## src/rtl/ptt_pkg.sv

```systemverilog
// Shared types, field widths and codes of the periodic timer table.
// Used by every module of the block; depends on nothing.
package ptt_pkg;

  localparam int NUM_SLOTS_DEF = 16;
  localparam int TIME_BITS_DEF = 32;

  // Depth of the command queue between front and back; a power of two.
  localparam int QUEUE_DEPTH = 2;

  localparam int OP_W = 3;
  localparam int SLOT_W = 4;
  localparam int INTERVAL_W = 32;
  localparam int KIND_W = 2;
  localparam int STATUS_W = 2;

  localparam int IN_DATA_W = 40;
  localparam int OUT_DATA_W = 8;

  localparam logic [OP_W-1:0] OP_TICK = 3'd0;
  localparam logic [OP_W-1:0] OP_ADD = 3'd1;
  localparam logic [OP_W-1:0] OP_CHANGE = 3'd2;
  localparam logic [OP_W-1:0] OP_RESTART = 3'd3;
  localparam logic [OP_W-1:0] OP_REMOVE = 3'd4;

  localparam logic [KIND_W-1:0] KIND_FIRED = 2'd0;
  localparam logic [KIND_W-1:0] KIND_ADD = 2'd1;
  localparam logic [KIND_W-1:0] KIND_STATUS = 2'd2;

  localparam logic [STATUS_W-1:0] ST_OK = 2'd0;
  localparam logic [STATUS_W-1:0] ST_NOT_FOUND = 2'd1;
  localparam logic [STATUS_W-1:0] ST_FULL = 2'd2;

  typedef struct packed {
    logic [INTERVAL_W-1:0] interval;
    logic [SLOT_W-1:0] slot;
    logic [OP_W-1:0] op;
  } cmd_t;

endpackage

```

## src/rtl/periodic_timer_table_top.sv

```systemverilog
// Periodic timer table: a bank of NUM_SLOTS periodic timers with a
// TIME_BITS-wide tick counter. A tick word advances time and then
// reports every timer that is due, one word per fired slot in slot order,
// with tlast on the final one and nothing at all when none is due. Add,
// change interval, restart and remove each answer with one word. The back
// end runs one command at a time. A tick scans the slots, reading one slot
// per cycle from the interval and start-time memories through a read
// register unless output backpressure holds the scan; an add searches for
// the lowest free slot. A two-word command queue lets the input accept
// while a command runs, and output backpressure stalls the back end only.
// Depends on ptt_pkg, ptt_front and ptt_back.
module periodic_timer_table_top #(
  parameter int NUM_SLOTS = ptt_pkg::NUM_SLOTS_DEF,
  parameter int TIME_BITS = ptt_pkg::TIME_BITS_DEF
) (
  input  logic clk,
  input  logic rst,
  input  logic s_tvalid,
  output logic s_tready,
  // op [2:0], slot [6:3], interval [38:7], zero [39]
  input  logic [ptt_pkg::IN_DATA_W-1:0] s_tdata,
  output logic m_tvalid,
  input  logic m_tready,
  // kind [1:0], slot_out [5:2], status [7:6]
  output logic [ptt_pkg::OUT_DATA_W-1:0] m_tdata,
  output logic m_tlast
);

  logic q_valid;
  logic q_pop;
  ptt_pkg::cmd_t q_data;

  ptt_front u_front (
    .clk(clk),
    .rst(rst),
    .s_tvalid(s_tvalid),
    .s_tready(s_tready),
    .s_tdata(s_tdata),
    .q_valid(q_valid),
    .q_data(q_data),
    .q_pop(q_pop)
  );

  ptt_back #(
    .NUM_SLOTS(NUM_SLOTS),
    .TIME_BITS(TIME_BITS)
  ) u_back (
    .clk(clk),
    .rst(rst),
    .q_valid(q_valid),
    .q_data(q_data),
    .q_pop(q_pop),
    .m_tvalid(m_tvalid),
    .m_tready(m_tready),
    .m_tdata(m_tdata),
    .m_tlast(m_tlast)
  );

`ifndef SYNTHESIS
  a_pop_needs_entry: assert property (@(posedge clk) disable iff (rst)
    q_pop |-> q_valid)
    else $error("Command taken from an empty queue.");

  a_answer_is_last: assert property (@(posedge clk) disable iff (rst)
    m_tvalid && (m_tdata[1:0] != ptt_pkg::KIND_FIRED) |-> m_tlast)
    else $error("Command answer without tlast.");

  a_fired_ok: assert property (@(posedge clk) disable iff (rst)
    m_tvalid && (m_tdata[1:0] == ptt_pkg::KIND_FIRED) |-> (m_tdata[7:6] == ptt_pkg::ST_OK))
    else $error("Fired timer word with a nonzero status.");
`endif

endmodule

```

## src/rtl/ptt_front.sv

```systemverilog
// Front end of the periodic timer table: accepts input words, drops unknown
// operations and holds the rest in a short command queue.
// Depends on ptt_pkg.
module ptt_front (
  input  logic clk,
  input  logic rst,
  input  logic s_tvalid,
  output logic s_tready,
  // op [2:0], slot [6:3], interval [38:7], zero [39]
  input  logic [ptt_pkg::IN_DATA_W-1:0] s_tdata,
  output logic q_valid,
  output ptt_pkg::cmd_t q_data,
  input  logic q_pop
);

  localparam int Depth = ptt_pkg::QUEUE_DEPTH;
  localparam int PtrW = (Depth > 1) ? $clog2(Depth) : 1;
  localparam int CntW = $clog2(Depth + 1);
  localparam int SlotLo = ptt_pkg::OP_W;
  localparam int IvalLo = ptt_pkg::OP_W + ptt_pkg::SLOT_W;

  ptt_pkg::cmd_t queue_mem [Depth];
  logic [PtrW-1:0] wr_ptr;
  logic [PtrW-1:0] rd_ptr;
  logic [CntW-1:0] count;
  logic [ptt_pkg::OP_W-1:0] op;
  logic known;
  logic push;

  assign op = s_tdata[ptt_pkg::OP_W-1:0];
  assign known = (op == ptt_pkg::OP_TICK) || (op == ptt_pkg::OP_ADD) ||
                 (op == ptt_pkg::OP_CHANGE) || (op == ptt_pkg::OP_RESTART) ||
                 (op == ptt_pkg::OP_REMOVE);
  assign s_tready = (count != CntW'(Depth));
  assign push = s_tvalid && s_tready && known;
  assign q_valid = (count != '0);
  assign q_data = queue_mem[rd_ptr];

  always_ff @(posedge clk) begin
    if (push) begin
      queue_mem[wr_ptr].op <= op;
      queue_mem[wr_ptr].slot <= s_tdata[SlotLo +: ptt_pkg::SLOT_W];
      queue_mem[wr_ptr].interval <= s_tdata[IvalLo +: ptt_pkg::INTERVAL_W];
    end
  end

  always_ff @(posedge clk) begin
    if (rst) begin
      wr_ptr <= '0;
      rd_ptr <= '0;
      count <= '0;
    end else begin
      if (push) begin
        wr_ptr <= wr_ptr + PtrW'(1);
      end
      if (q_pop) begin
        rd_ptr <= rd_ptr + PtrW'(1);
      end
      case ({push, q_pop})
        2'b10: count <= count + CntW'(1);
        2'b01: count <= count - CntW'(1);
        default: count <= count;
      endcase
    end
  end

endmodule

```

## src/rtl/ptt_back.sv

```systemverilog
// Back end of the periodic timer table: time counter, slot memories, the
// tick scan, the command sequencer and the output register.
// Depends on ptt_pkg.
module ptt_back #(
  parameter int NUM_SLOTS = ptt_pkg::NUM_SLOTS_DEF,
  parameter int TIME_BITS = ptt_pkg::TIME_BITS_DEF
) (
  input  logic clk,
  input  logic rst,
  input  logic q_valid,
  input  ptt_pkg::cmd_t q_data,
  output logic q_pop,
  output logic m_tvalid,
  input  logic m_tready,
  // kind [1:0], slot_out [5:2], status [7:6]
  output logic [ptt_pkg::OUT_DATA_W-1:0] m_tdata,
  output logic m_tlast
);

  localparam int IdxW = $clog2(NUM_SLOTS);
  localparam int CntW = $clog2(NUM_SLOTS + 1);
  localparam int ExtW = (TIME_BITS > ptt_pkg::INTERVAL_W) ? TIME_BITS : ptt_pkg::INTERVAL_W;

  localparam logic [2:0] S_IDLE = 3'd0;
  localparam logic [2:0] S_TICK = 3'd1;
  localparam logic [2:0] S_FLUSH = 3'd2;
  localparam logic [2:0] S_ADD = 3'd3;
  localparam logic [2:0] S_CMD = 3'd4;

  logic [TIME_BITS-1:0] ival_mem [NUM_SLOTS];
  logic [TIME_BITS-1:0] start_mem [NUM_SLOTS];

  logic [2:0] state;
  ptt_pkg::cmd_t cmd;
  logic [TIME_BITS-1:0] now;
  logic [NUM_SLOTS-1:0] valid;
  logic [CntW-1:0] cnt;
  logic ev_vld;
  logic [IdxW-1:0] ev_idx;
  logic [TIME_BITS-1:0] ival_q;
  logic [TIME_BITS-1:0] start_q;
  logic pend_vld;
  logic [IdxW-1:0] pend_slot;

  logic [ptt_pkg::KIND_W-1:0] kind;
  logic [ptt_pkg::SLOT_W-1:0] slot_out;
  logic [ptt_pkg::STATUS_W-1:0] status;
  logic last;

  logic out_can;
  logic [IdxW-1:0] scan_idx;
  logic scan_done;
  logic [TIME_BITS-1:0] elapsed;
  logic ev_fire;
  logic tick_adv;
  logic [IdxW-1:0] cmd_idx;
  logic cmd_hit;
  logic [ExtW-1:0] ival_ext;
  logic [TIME_BITS-1:0] cmd_ival;

  logic emit;
  logic [ptt_pkg::KIND_W-1:0] e_kind;
  logic [ptt_pkg::SLOT_W-1:0] e_slot;
  logic [ptt_pkg::STATUS_W-1:0] e_status;
  logic e_last;
  logic st_we;
  logic [IdxW-1:0] st_waddr;
  logic [TIME_BITS-1:0] st_wdata;
  logic iv_we;
  logic [IdxW-1:0] iv_waddr;
  logic rd_en;

  assign out_can = !m_tvalid || m_tready;
  assign scan_idx = cnt[IdxW-1:0];
  assign scan_done = (cnt == CntW'(NUM_SLOTS));
  assign elapsed = now - start_q;
  assign ev_fire = ev_vld && valid[ev_idx] && (elapsed > ival_q);
  assign tick_adv = !(ev_fire && pend_vld && !out_can);
  assign cmd_idx = IdxW'(cmd.slot);
  assign cmd_hit = (32'(cmd.slot) < 32'(NUM_SLOTS)) && valid[cmd_idx];
  assign ival_ext = ExtW'(cmd.interval);
  assign cmd_ival = ival_ext[TIME_BITS-1:0];
  assign rd_en = (state == S_TICK) && tick_adv && !scan_done;

  assign m_tdata = {status, slot_out, kind};
  assign m_tlast = last;

  always_comb begin
    q_pop = 1'b0;
    emit = 1'b0;
    e_kind = ptt_pkg::KIND_FIRED;
    e_slot = '0;
    e_status = ptt_pkg::ST_OK;
    e_last = 1'b1;
    st_we = 1'b0;
    st_waddr = cmd_idx;
    st_wdata = now;
    iv_we = 1'b0;
    iv_waddr = cmd_idx;
    case (state)
      S_IDLE: begin
        q_pop = q_valid;
      end
      S_TICK: begin
        if (tick_adv && ev_fire) begin
          st_we = 1'b1;
          st_waddr = ev_idx;
          st_wdata = start_q + ival_q;
          if (pend_vld) begin
            emit = 1'b1;
            e_slot = ptt_pkg::SLOT_W'(pend_slot);
            e_last = 1'b0;
          end
        end
      end
      S_FLUSH: begin
        if (pend_vld && out_can) begin
          emit = 1'b1;
          e_slot = ptt_pkg::SLOT_W'(pend_slot);
        end
      end
      S_ADD: begin
        if (scan_done) begin
          if (out_can) begin
            emit = 1'b1;
            e_kind = ptt_pkg::KIND_ADD;
            e_status = ptt_pkg::ST_FULL;
          end
        end else if (!valid[scan_idx] && out_can) begin
          emit = 1'b1;
          e_kind = ptt_pkg::KIND_ADD;
          e_slot = ptt_pkg::SLOT_W'(scan_idx);
          st_we = 1'b1;
          st_waddr = scan_idx;
          iv_we = 1'b1;
          iv_waddr = scan_idx;
        end
      end
      S_CMD: begin
        if (out_can) begin
          emit = 1'b1;
          e_kind = ptt_pkg::KIND_STATUS;
          e_slot = cmd.slot;
          e_status = cmd_hit ? ptt_pkg::ST_OK : ptt_pkg::ST_NOT_FOUND;
          iv_we = cmd_hit && (cmd.op == ptt_pkg::OP_CHANGE);
          st_we = cmd_hit && (cmd.op == ptt_pkg::OP_RESTART);
        end
      end
      default: begin
        q_pop = 1'b0;
      end
    endcase
  end

  always_ff @(posedge clk) begin
    if (iv_we) begin
      ival_mem[iv_waddr] <= cmd_ival;
    end
    if (st_we) begin
      start_mem[st_waddr] <= st_wdata;
    end
    if (rd_en) begin
      ival_q <= ival_mem[scan_idx];
      start_q <= start_mem[scan_idx];
    end
  end

  always_ff @(posedge clk) begin
    if (emit) begin
      kind <= e_kind;
      slot_out <= e_slot;
      status <= e_status;
      last <= e_last;
    end
    if (q_pop) begin
      cmd <= q_data;
    end
    if (rst) begin
      state <= S_IDLE;
      now <= '0;
      valid <= '0;
      cnt <= '0;
      ev_vld <= 1'b0;
      ev_idx <= '0;
      pend_vld <= 1'b0;
      pend_slot <= '0;
      m_tvalid <= 1'b0;
    end else begin
      if (emit) begin
        m_tvalid <= 1'b1;
      end else if (m_tready) begin
        m_tvalid <= 1'b0;
      end
      case (state)
        S_IDLE: begin
          cnt <= '0;
          ev_vld <= 1'b0;
          pend_vld <= 1'b0;
          if (q_valid) begin
            case (q_data.op)
              ptt_pkg::OP_TICK: begin
                now <= now + TIME_BITS'(1);
                state <= S_TICK;
              end
              ptt_pkg::OP_ADD: state <= S_ADD;
              default: state <= S_CMD;
            endcase
          end
        end
        S_TICK: begin
          if (tick_adv) begin
            if (ev_fire) begin
              pend_vld <= 1'b1;
              pend_slot <= ev_idx;
            end
            ev_vld <= !scan_done;
            ev_idx <= scan_idx;
            if (scan_done) begin
              state <= S_FLUSH;
            end else begin
              cnt <= cnt + CntW'(1);
            end
          end
        end
        S_FLUSH: begin
          if (!pend_vld || out_can) begin
            pend_vld <= 1'b0;
            state <= S_IDLE;
          end
        end
        S_ADD: begin
          if (scan_done) begin
            if (out_can) begin
              state <= S_IDLE;
            end
          end else if (!valid[scan_idx]) begin
            if (out_can) begin
              valid[scan_idx] <= 1'b1;
              state <= S_IDLE;
            end
          end else begin
            cnt <= cnt + CntW'(1);
          end
        end
        S_CMD: begin
          if (out_can) begin
            if (cmd_hit && (cmd.op == ptt_pkg::OP_REMOVE)) begin
              valid[cmd_idx] <= 1'b0;
            end
            state <= S_IDLE;
          end
        end
        default: state <= S_IDLE;
      endcase
    end
  end

endmodule
```

## config.mk

```make
export PLATFORM = sky130hd
export DESIGN_NAME = periodic_timer_table_top
export DESIGN_NICKNAME = d
export VERILOG_FILES = /design/src/rtl/ptt_pkg.sv /design/src/rtl/periodic_timer_table_top.sv /design/src/rtl/ptt_front.sv /design/src/rtl/ptt_back.sv
export SDC_FILE = /design/constraint.sdc
export NUM_CORES = 2
export LEC_CHECK = 0
export BUFFER_PORTS_ARGS = -buffer_cell sky130_fd_sc_hd__buf_4
export CORE_MARGIN = 2
export CORE_UTILIZATION = 35
export CTS_CLUSTER_SIZE = 12
export DETAILED_ROUTE_END_ITERATION = 10
export GPL_TIMING_DRIVEN = 0
export SYNTH_ARGS = -nofsm -noshare
export SYNTH_HDL_FRONTEND = slang
export SYNTH_SLANG_ARGS = --single-unit
```

## constraint.sdc

```tcl
create_clock -name clk -period 6.2 [get_ports clk]
set_input_delay 0.62 -clock clk [delete_from_list [all_inputs] [get_ports clk]]
set_output_delay 0.62 -clock clk [all_outputs]
set_load 0.02 [all_outputs]
```

== Word level (Yosys, flattened, before mapping) ==
Memory sizes are Yosys's and may differ from the RTL's. A register that Yosys moved wholly into a read port is not among the register bits.
Cells that the tools add are included.

* Word-level logic and storage cells: 201
* Output and inout bits: 11
* Flip-flop bits (word level): 119
* RAM bits: 1102
* Input bits: 44
* Memories: 3

* Multiplexer cells: 85
* Bitwise gates (word level): 4
* Reductions and logical operators: 47
* Add/subtract/negate cells: 8
* Eq/ne operators: 29
* Magnitude comparators: 6

{| class="wikitable"
|+ Memory list
! name !! depth !! bits a word !! rd ports !! clocked after Yosys merged registers in !! wr ports !! RTL line !! text
|-
| u_back.ival_mem || 16 || 32 || 1 || 1 || 1 || ptt_back.sv:30 || <nowiki>logic [TIME_BITS-1:0] ival_mem [NUM_SLOTS];</nowiki>
|-
| u_back.start_mem || 16 || 32 || 1 || 1 || 1 || ptt_back.sv:31 || <nowiki>logic [TIME_BITS-1:0] start_mem [NUM_SLOTS];</nowiki>
|-
| u_front.queue_mem || 2 || 39 || 1 || 1 || 1 || ptt_front.sv:22 || <nowiki>ptt_pkg::cmd_t queue_mem [Depth];</nowiki>
|}

{| class="wikitable"
|+ Operator list
! cell !! count
|-
| $mux W16 || 5
|-
| $mux W32 || 2
|-
| $mux W4 || 10
|-
| $mux W1 || 34
|-
| $add A32 B1 Y32 const B || 1
|-
| $add A32 B32 Y32 || 1
|-
| $gt A32 B32 Y1 || 1
|-
| $pmux W16 S2 || 1
|-
| $sub A32 B32 Y32 || 1
|-
| $mux W3 || 7
|-
| $mux W5 || 4
|-
| $eq A3 B2 Y1 const B || 6
|-
| $and A16 B16 Y16 || 1
|-
| $logic_and A1 B1 Y1 || 16
|-
| $ne A2 B1 Y1 const B || 8
|-
| $not A16 Y16 || 1
|-
| $or A16 B16 Y16 || 1
|-
| $pmux W4 S4 || 1
|-
| $lt A4 B5 Y1 const B || 3
|-
| $pmux W3 S5 || 1
|-
| $pmux W5 S3 || 1
|-
| $bmux W1 S4 || 3
|-
| $pmux W2 S2 || 3
|-
| $ne A2 B2 Y1 const B || 5
|-
| 29 further kinds || 62
|}

== Depth between registers and ports, before layout ==
* Depth in word-level cells: 12
* Mapped depth: 24
* Depth with buffers taken out: 23

== Modules after synthesis ==
Synthesis repeated with hierarchy kept, for this count alone.

* Cell total of the unflattened synthesis: 2844
* Area, all modules: 53084.7 sq um

{| class="wikitable"
|+ Modules (own cells, without submodules)
! module !! area an instance (sq um) !! sequential area each (sq um) !! cells an instance !! instances
|-
| ptt_back || 50053.0 || 35454.0 || 2698 || 1
|-
| ptt_front || 3031.7 || 2442.3 || 146 || 1
|}

== Least setup slack after synthesis ==
OpenSTA, ideal clock, no wires.

* Path type: register to register
* Start point: register u_back.now[0]
* End point: memory u_back.start_mem[0][0] (netlist name), enable pin
* Required time: 5.775 ns
* Cell stages (with the launch flop): 23
* Setup slack: -0.580 ns
* Period minus slack after synthesis: 6.780 ns
* Setup time: 0.425 ns
* Arrival time: 6.355 ns
* Path buffers: 0
* Cells stage by stage: dfxtp_1 -> inv_1 -> ha_1 -> inv_1 -> fa_1 -> a21oi_1 -> o21ai_0 -> o221ai_1 -> a31o_2 -> a21oi_1 -> o41ai_1 -> o21ai_0 -> a211o_1 -> xor2_1 -> ha_1 -> nand4_1 -> or4_1 -> o211ai_1 -> nor2_1 -> a21boi_1 -> a21oi_1 -> nor4bb_4 -> nor2b_1

* Word-level cells in the longest chain between the ends: 11
* Elaborated cells between the ends (all ways): 13
* Those cells by class: 1 x add/sub; 1 x order compare; 6 x mux; 5 x reduce/logical

{| class="wikitable"
|+ Ends and longest elaborated chain
! what !! RTL line !! text
|-
| start, declared || ptt_back.sv:35 || <nowiki>logic [TIME_BITS-1:0] now;</nowiki>
|-
| start signal, assigned || ptt_back.sv:202 || <nowiki>now <= now + TIME_BITS'(1);</nowiki>
|-
| $sub A32 B32 Y32 (*) || ptt_back.sv:76 || <nowiki>assign elapsed = now - start_q;</nowiki>
|-
| $gt A32 B32 Y1 (*) || ptt_back.sv:77 || <nowiki>assign ev_fire = ev_vld && valid[ev_idx] && (elapsed > ival_q);</nowiki>
|-
| $logic_and A1 B1 Y1 (*) || ptt_back.sv:77 ||
|-
| $logic_and A1 B1 Y1 (2 in series) || ptt_back.sv:78 || <nowiki>assign tick_adv = !(ev_fire && pend_vld && !out_can);</nowiki>
|-
| $logic_not A1 Y1 || ptt_back.sv:78 ||
|-
| $logic_and A1 B1 Y1 (*) || ptt_back.sv:105 || <nowiki>if (tick_adv && ev_fire) begin</nowiki>
|-
| $mux W1 || ptt_back.sv:105 ||
|-
| $pmux W1 S3 || ptt_back.sv:100 || <nowiki>case (state)</nowiki>
|-
| $mux W1 || ptt_back.sv:159 || <nowiki>if (st_we) begin</nowiki>
|-
| $mux W1 (not written as such) || ptt_back.sv:160 || <nowiki>start_mem[st_waddr] <= st_wdata;</nowiki>
|-
| end, declared || ptt_back.sv:31 ||
|}

Every way passes the cells marked *; elsewhere a longest branch is shown, timed or not.

== Worst setup path after layout ==
* Start point: register u_back.now[8]
* End point: memory u_back.start_mem[3][11] (netlist name), enable pin

Same word-level chain as after synthesis.

==> flow_summary_export.csv <==
group,metric,value,unit
floorplan,die_w,392.8,um
critical_path,critical_path.cell_chain,"ha_2 -> a21o_1 -> a221o_1 -> a22oi_2 -> o2111ai_2 -> a41oi_2 -> o21ai_2 -> a221o_1 -> a21oi_2 -> xnor2_1 -> ha_2 -> nand4_1 -> or4_4 -> o211ai_1 -> nor2_2 -> a21boi_4 -> a211oi_1 -> o21bai_2 -> nor2_4 -> buf_12",
drt,via_count,28030,
power_and_ir_drop,ir_drop,232.6,uV
cells_and_area,nets,3253,
critical_path,ff2ff_path_depth,20,
synth,synthArstFlopShare,0,
clock_network,tritoncts,"done",
critical_path,worstPathRequired,6.70,ns
timing,skew,0.03548,ns
timing,slew_violations,0,
clock_network,ctsRootBufferMaster,"clkbuf_16",
drt,routed_wl,137600,um
cells_and_area,layout-drive-gt1-share,0.2548,
global_routing,grt_pass1_vias,27650,
timing,timing.final.hold_violations,0,
floorplan,initial_core_util,0.3528,
synth,synth_largest_area_cell,"edfxtp_1",
power_and_ir_drop,power,21300,uW
hold_path,min_to,"u_front.queue_mem[0][4]",
power_and_ir_drop,cellLeakagePower,0.01994,uW
synth,synth_edf_count,1214,
synth,syn_area_per_cell,18.96,sq um
floorplan,boundaryPins,55,
synth,synth_compound_area_frac,0.04023,
global_routing,grt_max_degree,44,
timing,holdWs,0.05038,ns
synth,synth_top_area_frac,0.6890,
global_routing,grt_use_total,0.1783,
critical_path,arrival,6.58,ns
timing,period_needed,6.081,ns
drt,drc,0,
timing,worst_pin_slew,1.300,ns
place,place_congestion,0.8531,
synth,synthMuxAreaShare,0.1526,
synth,postSynthCellCount,2790,
synth,yosysSeqAreaShare,0.7162,
hold_path,min_from,"s_tdata[4]",
synth,synth_top_family_by_area,"multiplexers",
drt,dr.first_iter.drc_count,3118,
cells_and_area,syn2layout_area_growth,17.92,%
synth,yosys-top-cells-area,"edfxtp_1 (69%), mux4_2 (14%), dfxtp_1 (2.7%)",
drt,dr.pass1.iters,6,
clock_network,cts_buffers,136,
critical_path,rrSetupSlack,0.12,ns
synth,synth_cell_types,74,
synth,synth-simple-area-share,0.03814,
clock_network,clk_pin_slew,0.06,ns
synth,synth_ff_type,"edfxtp_1",
floorplan,core-area,150000,sq um
floorplan,die_h,392.8,um
critical_path,crit_slowest_cell,"or4_4",
synth,syn_area,52910,sq um
clock_network,cts_buffer_depth,3,
floorplan,die_area,154300,sq um
synth,syn-num-nets,2936,
drt,drtAntennaViolNets,0,
critical_path,path_max_fanout,17,
timing,fmax,0.1644,GHz
global_routing,grt_overflow,0,
clock_network,h-tree-depth,4,
synth,ys_ff_latch,1286,
outcome,status,"finished, final reports clean",
drt,wl_per_cell,26.38,um
synth,yosys.area_share.adder,0.02440,
critical_path,cpPeakStageDelay,0.59,ns
hold_path,worstHoldPathCells,1,
global_routing,antenna_found_initial,10,
place,post-dp-hpwl,88230,um
critical_path,worst-setup-path-type,"reg2reg",
flow_run,drv_cap,0,
timing,setup_viol,0,
clock_network,cts_sinks,1286,
critical_path,regToRegEndpoint,"u_back.start_mem[3][11]",
timing,slew_headroom,0.1332,
critical_path,r2r_start,"u_back.now[8]",
critical_path,critPathLaunchType,"register",
place,portBuffers,53,
drt,vias_per_cell,5.373,
hold_path,hold_class,"in2reg",
critical_path,crit_path_end_kind,"register",
clock_network,clock_latency,0.78,ns
power_and_ir_drop,power_density,341.4,nW/um^2
cells_and_area,fillerInstances,13140,
timing,fin_crit_sh,0.9808,
global_routing,grt_pass1_wl,197000,um
floorplan,std_cell_rows,142,
synth,synth_xor_area_frac,0.01341,
synth,ys_warn_count,0,
==> state kept, by name, indices dropped and copies added, names as in the netlist, 3 cells and up, named ones only <==
signal	flops
u_back.cmd	3
u_back.cmd_idx	4
u_back.cmd_ival	32
u_back.cnt	5
u_back.ev_idx	4
u_back.ival_mem	512
u_back.ival_q	32
u_back.now	32
u_back.pend_slot	4
u_back.slot_out	4
u_back.start_mem	512
u_back.start_q	32
u_back.state	3
u_back.valid	16
u_front.queue_mem	78
==> final cells by class <==
class / count / area [sq um] / area share
Antenna cell: 2 / 5.005 / 0.00008022
Buffer: 111 / 447.9 / 0.007180
Clock buffer: 183 / 3632 / 0.05822
Clock inverter: 46 / 528.0 / 0.008463
Inverter: 94 / 352.8 / 0.005655
Multi-Input combinational cell: 1300 / 14800 / 0.2372
Sequential cell: 1286 / 37900 / 0.6074
Tap cell: 2016 / 2522 / 0.04043
Timing Repair Buffer: 178 / 2207 / 0.03538
==> repair_timing <==
item | 4_1_cts | 5_1_grt
hold endpoints to repair | 70 | 0
hold buffers | 35 | 0
setup endpoints to repair | 1549 | 1099
gates resized for setup | 45 | 33
cloned | 1 | 2
pin swaps | 18 | 11
setup buffers | 26 | 12
==> cells in the mapped netlist (24+ instances only) <==
cell type and n:
nand3_1 48, mux2_2 41, xor2_1 39, edfxtp_1 1214, nor2_1 114, a21o_1 36
o21ai_0 76, ha_1 100, a21oi_1 97, mux4_2 335, buf_1 24, xnor2_1 42
dfxtp_1 72, inv_1 93, clkbuf_1 73, nand2_1 97
==> critical path, delay by kind of cell (launching register included) <==
family                   cells  cell delay [ns]
XOR/XNOR                     1             0.10
AO/OA/AOI/OAI               12             3.28
AND/OR/NAND/NOR              4             0.99
flip-flops                   1             0.46
adder cells (fa/ha/maj)      2             0.73
buffers and inverters        1             0.18
==> cells in the final DEF, fill, tap and decap left out, types with 15 or more instances in the layout <==
| cell type | n |
|---|---|
| clkbuf_1 | 112 |
| dfxtp_1 | 72 |
| nor3_1 | 16 |
| clkinv_1 | 17 |
| dlygate4sd3_1 | 35 |
| ha_1 | 98 |
| o21ai_0 | 53 |
| mux2_2 | 41 |
| buf_12 | 49 |
| xor2_1 | 39 |
| nor2_1 | 86 |
| buf_1 | 24 |
| nor2_4 | 27 |
| o21a_1 | 17 |
| nand2_1 | 96 |
| buf_4 | 83 |
| xnor2_1 | 42 |
| clkbuf_16 | 140 |
| nand3_1 | 47 |
| mux4_2 | 335 |
| a21o_1 | 35 |
| inv_1 | 93 |
| edfxtp_1 | 1214 |
| nand2b_1 | 15 |
| a21oi_1 | 93 |
==> worst max path at each step <==
stage                     cells after the start                       end         startpoint  slack (ns)
after floorplan                              22   u_back.start_mem[14][0]      u_back.now[0]       -0.42
after global placement                       21   u_back.start_mem[15][1]      u_back.now[0]       -4.27
after detailed placement                     22   u_back.start_mem[15][1]      u_back.now[0]       -1.63
after CTS                                    23   u_back.start_mem[11][1]      u_back.now[0]       0.006
after global routing                         22  u_back.start_mem[10][17]  u_back.start_q[8]       -0.08
final                                        20   u_back.start_mem[3][11]      u_back.now[8]        0.12
==> through the flow <==
stage / area [sq um] / setup TNS, ns / instances / setup WS [ns] / utilization
global placement: 55860 / -3167.22 / 4859 / -4.273 / 0.3725
global route: 62390 / -8.667 / 5215 / -0.07925 / 0.4160
CTS: 62070 / 0 / 5200 / 0.006004 / 0.4139
finish: 62390 / 0 / 5216 / 0.1189 / 0.4161
floorplan: 52940 / -27.17 / 2790 / -0.4245 / -
detailed placement: 57010 / -1061.24 / 4909 / -1.634 / 0.3802
==> report_power, final <==
group / switching, uW / total [uW] / internal, uW
combinational: 1650 / 2930 / 1280
clock: 3400 / 7680 / 4280
sequential: 483 / 10700 / 10200
==> metal layers <==
layer | up-vias | track usage | share of wire
met1 | 14740 | 0.2551 | 0.43
met5 | - | 0 | 0.00012
met2 | 1107 | 0.2754 | 0.47
li1 | 11970 | - | -
met3 | 198 | 0.03296 | 0.072
met4 | 4 | 0.05726 | 0.028
==> cells by family after synthesis <==
group           after synthesis
simple gates                405
compound gates              328
mux                         383
xor+xnor                     81
fa+ha+maj                   102
flops                      1286
buf+inv                     205
Power figures use the tool's default switching activity.
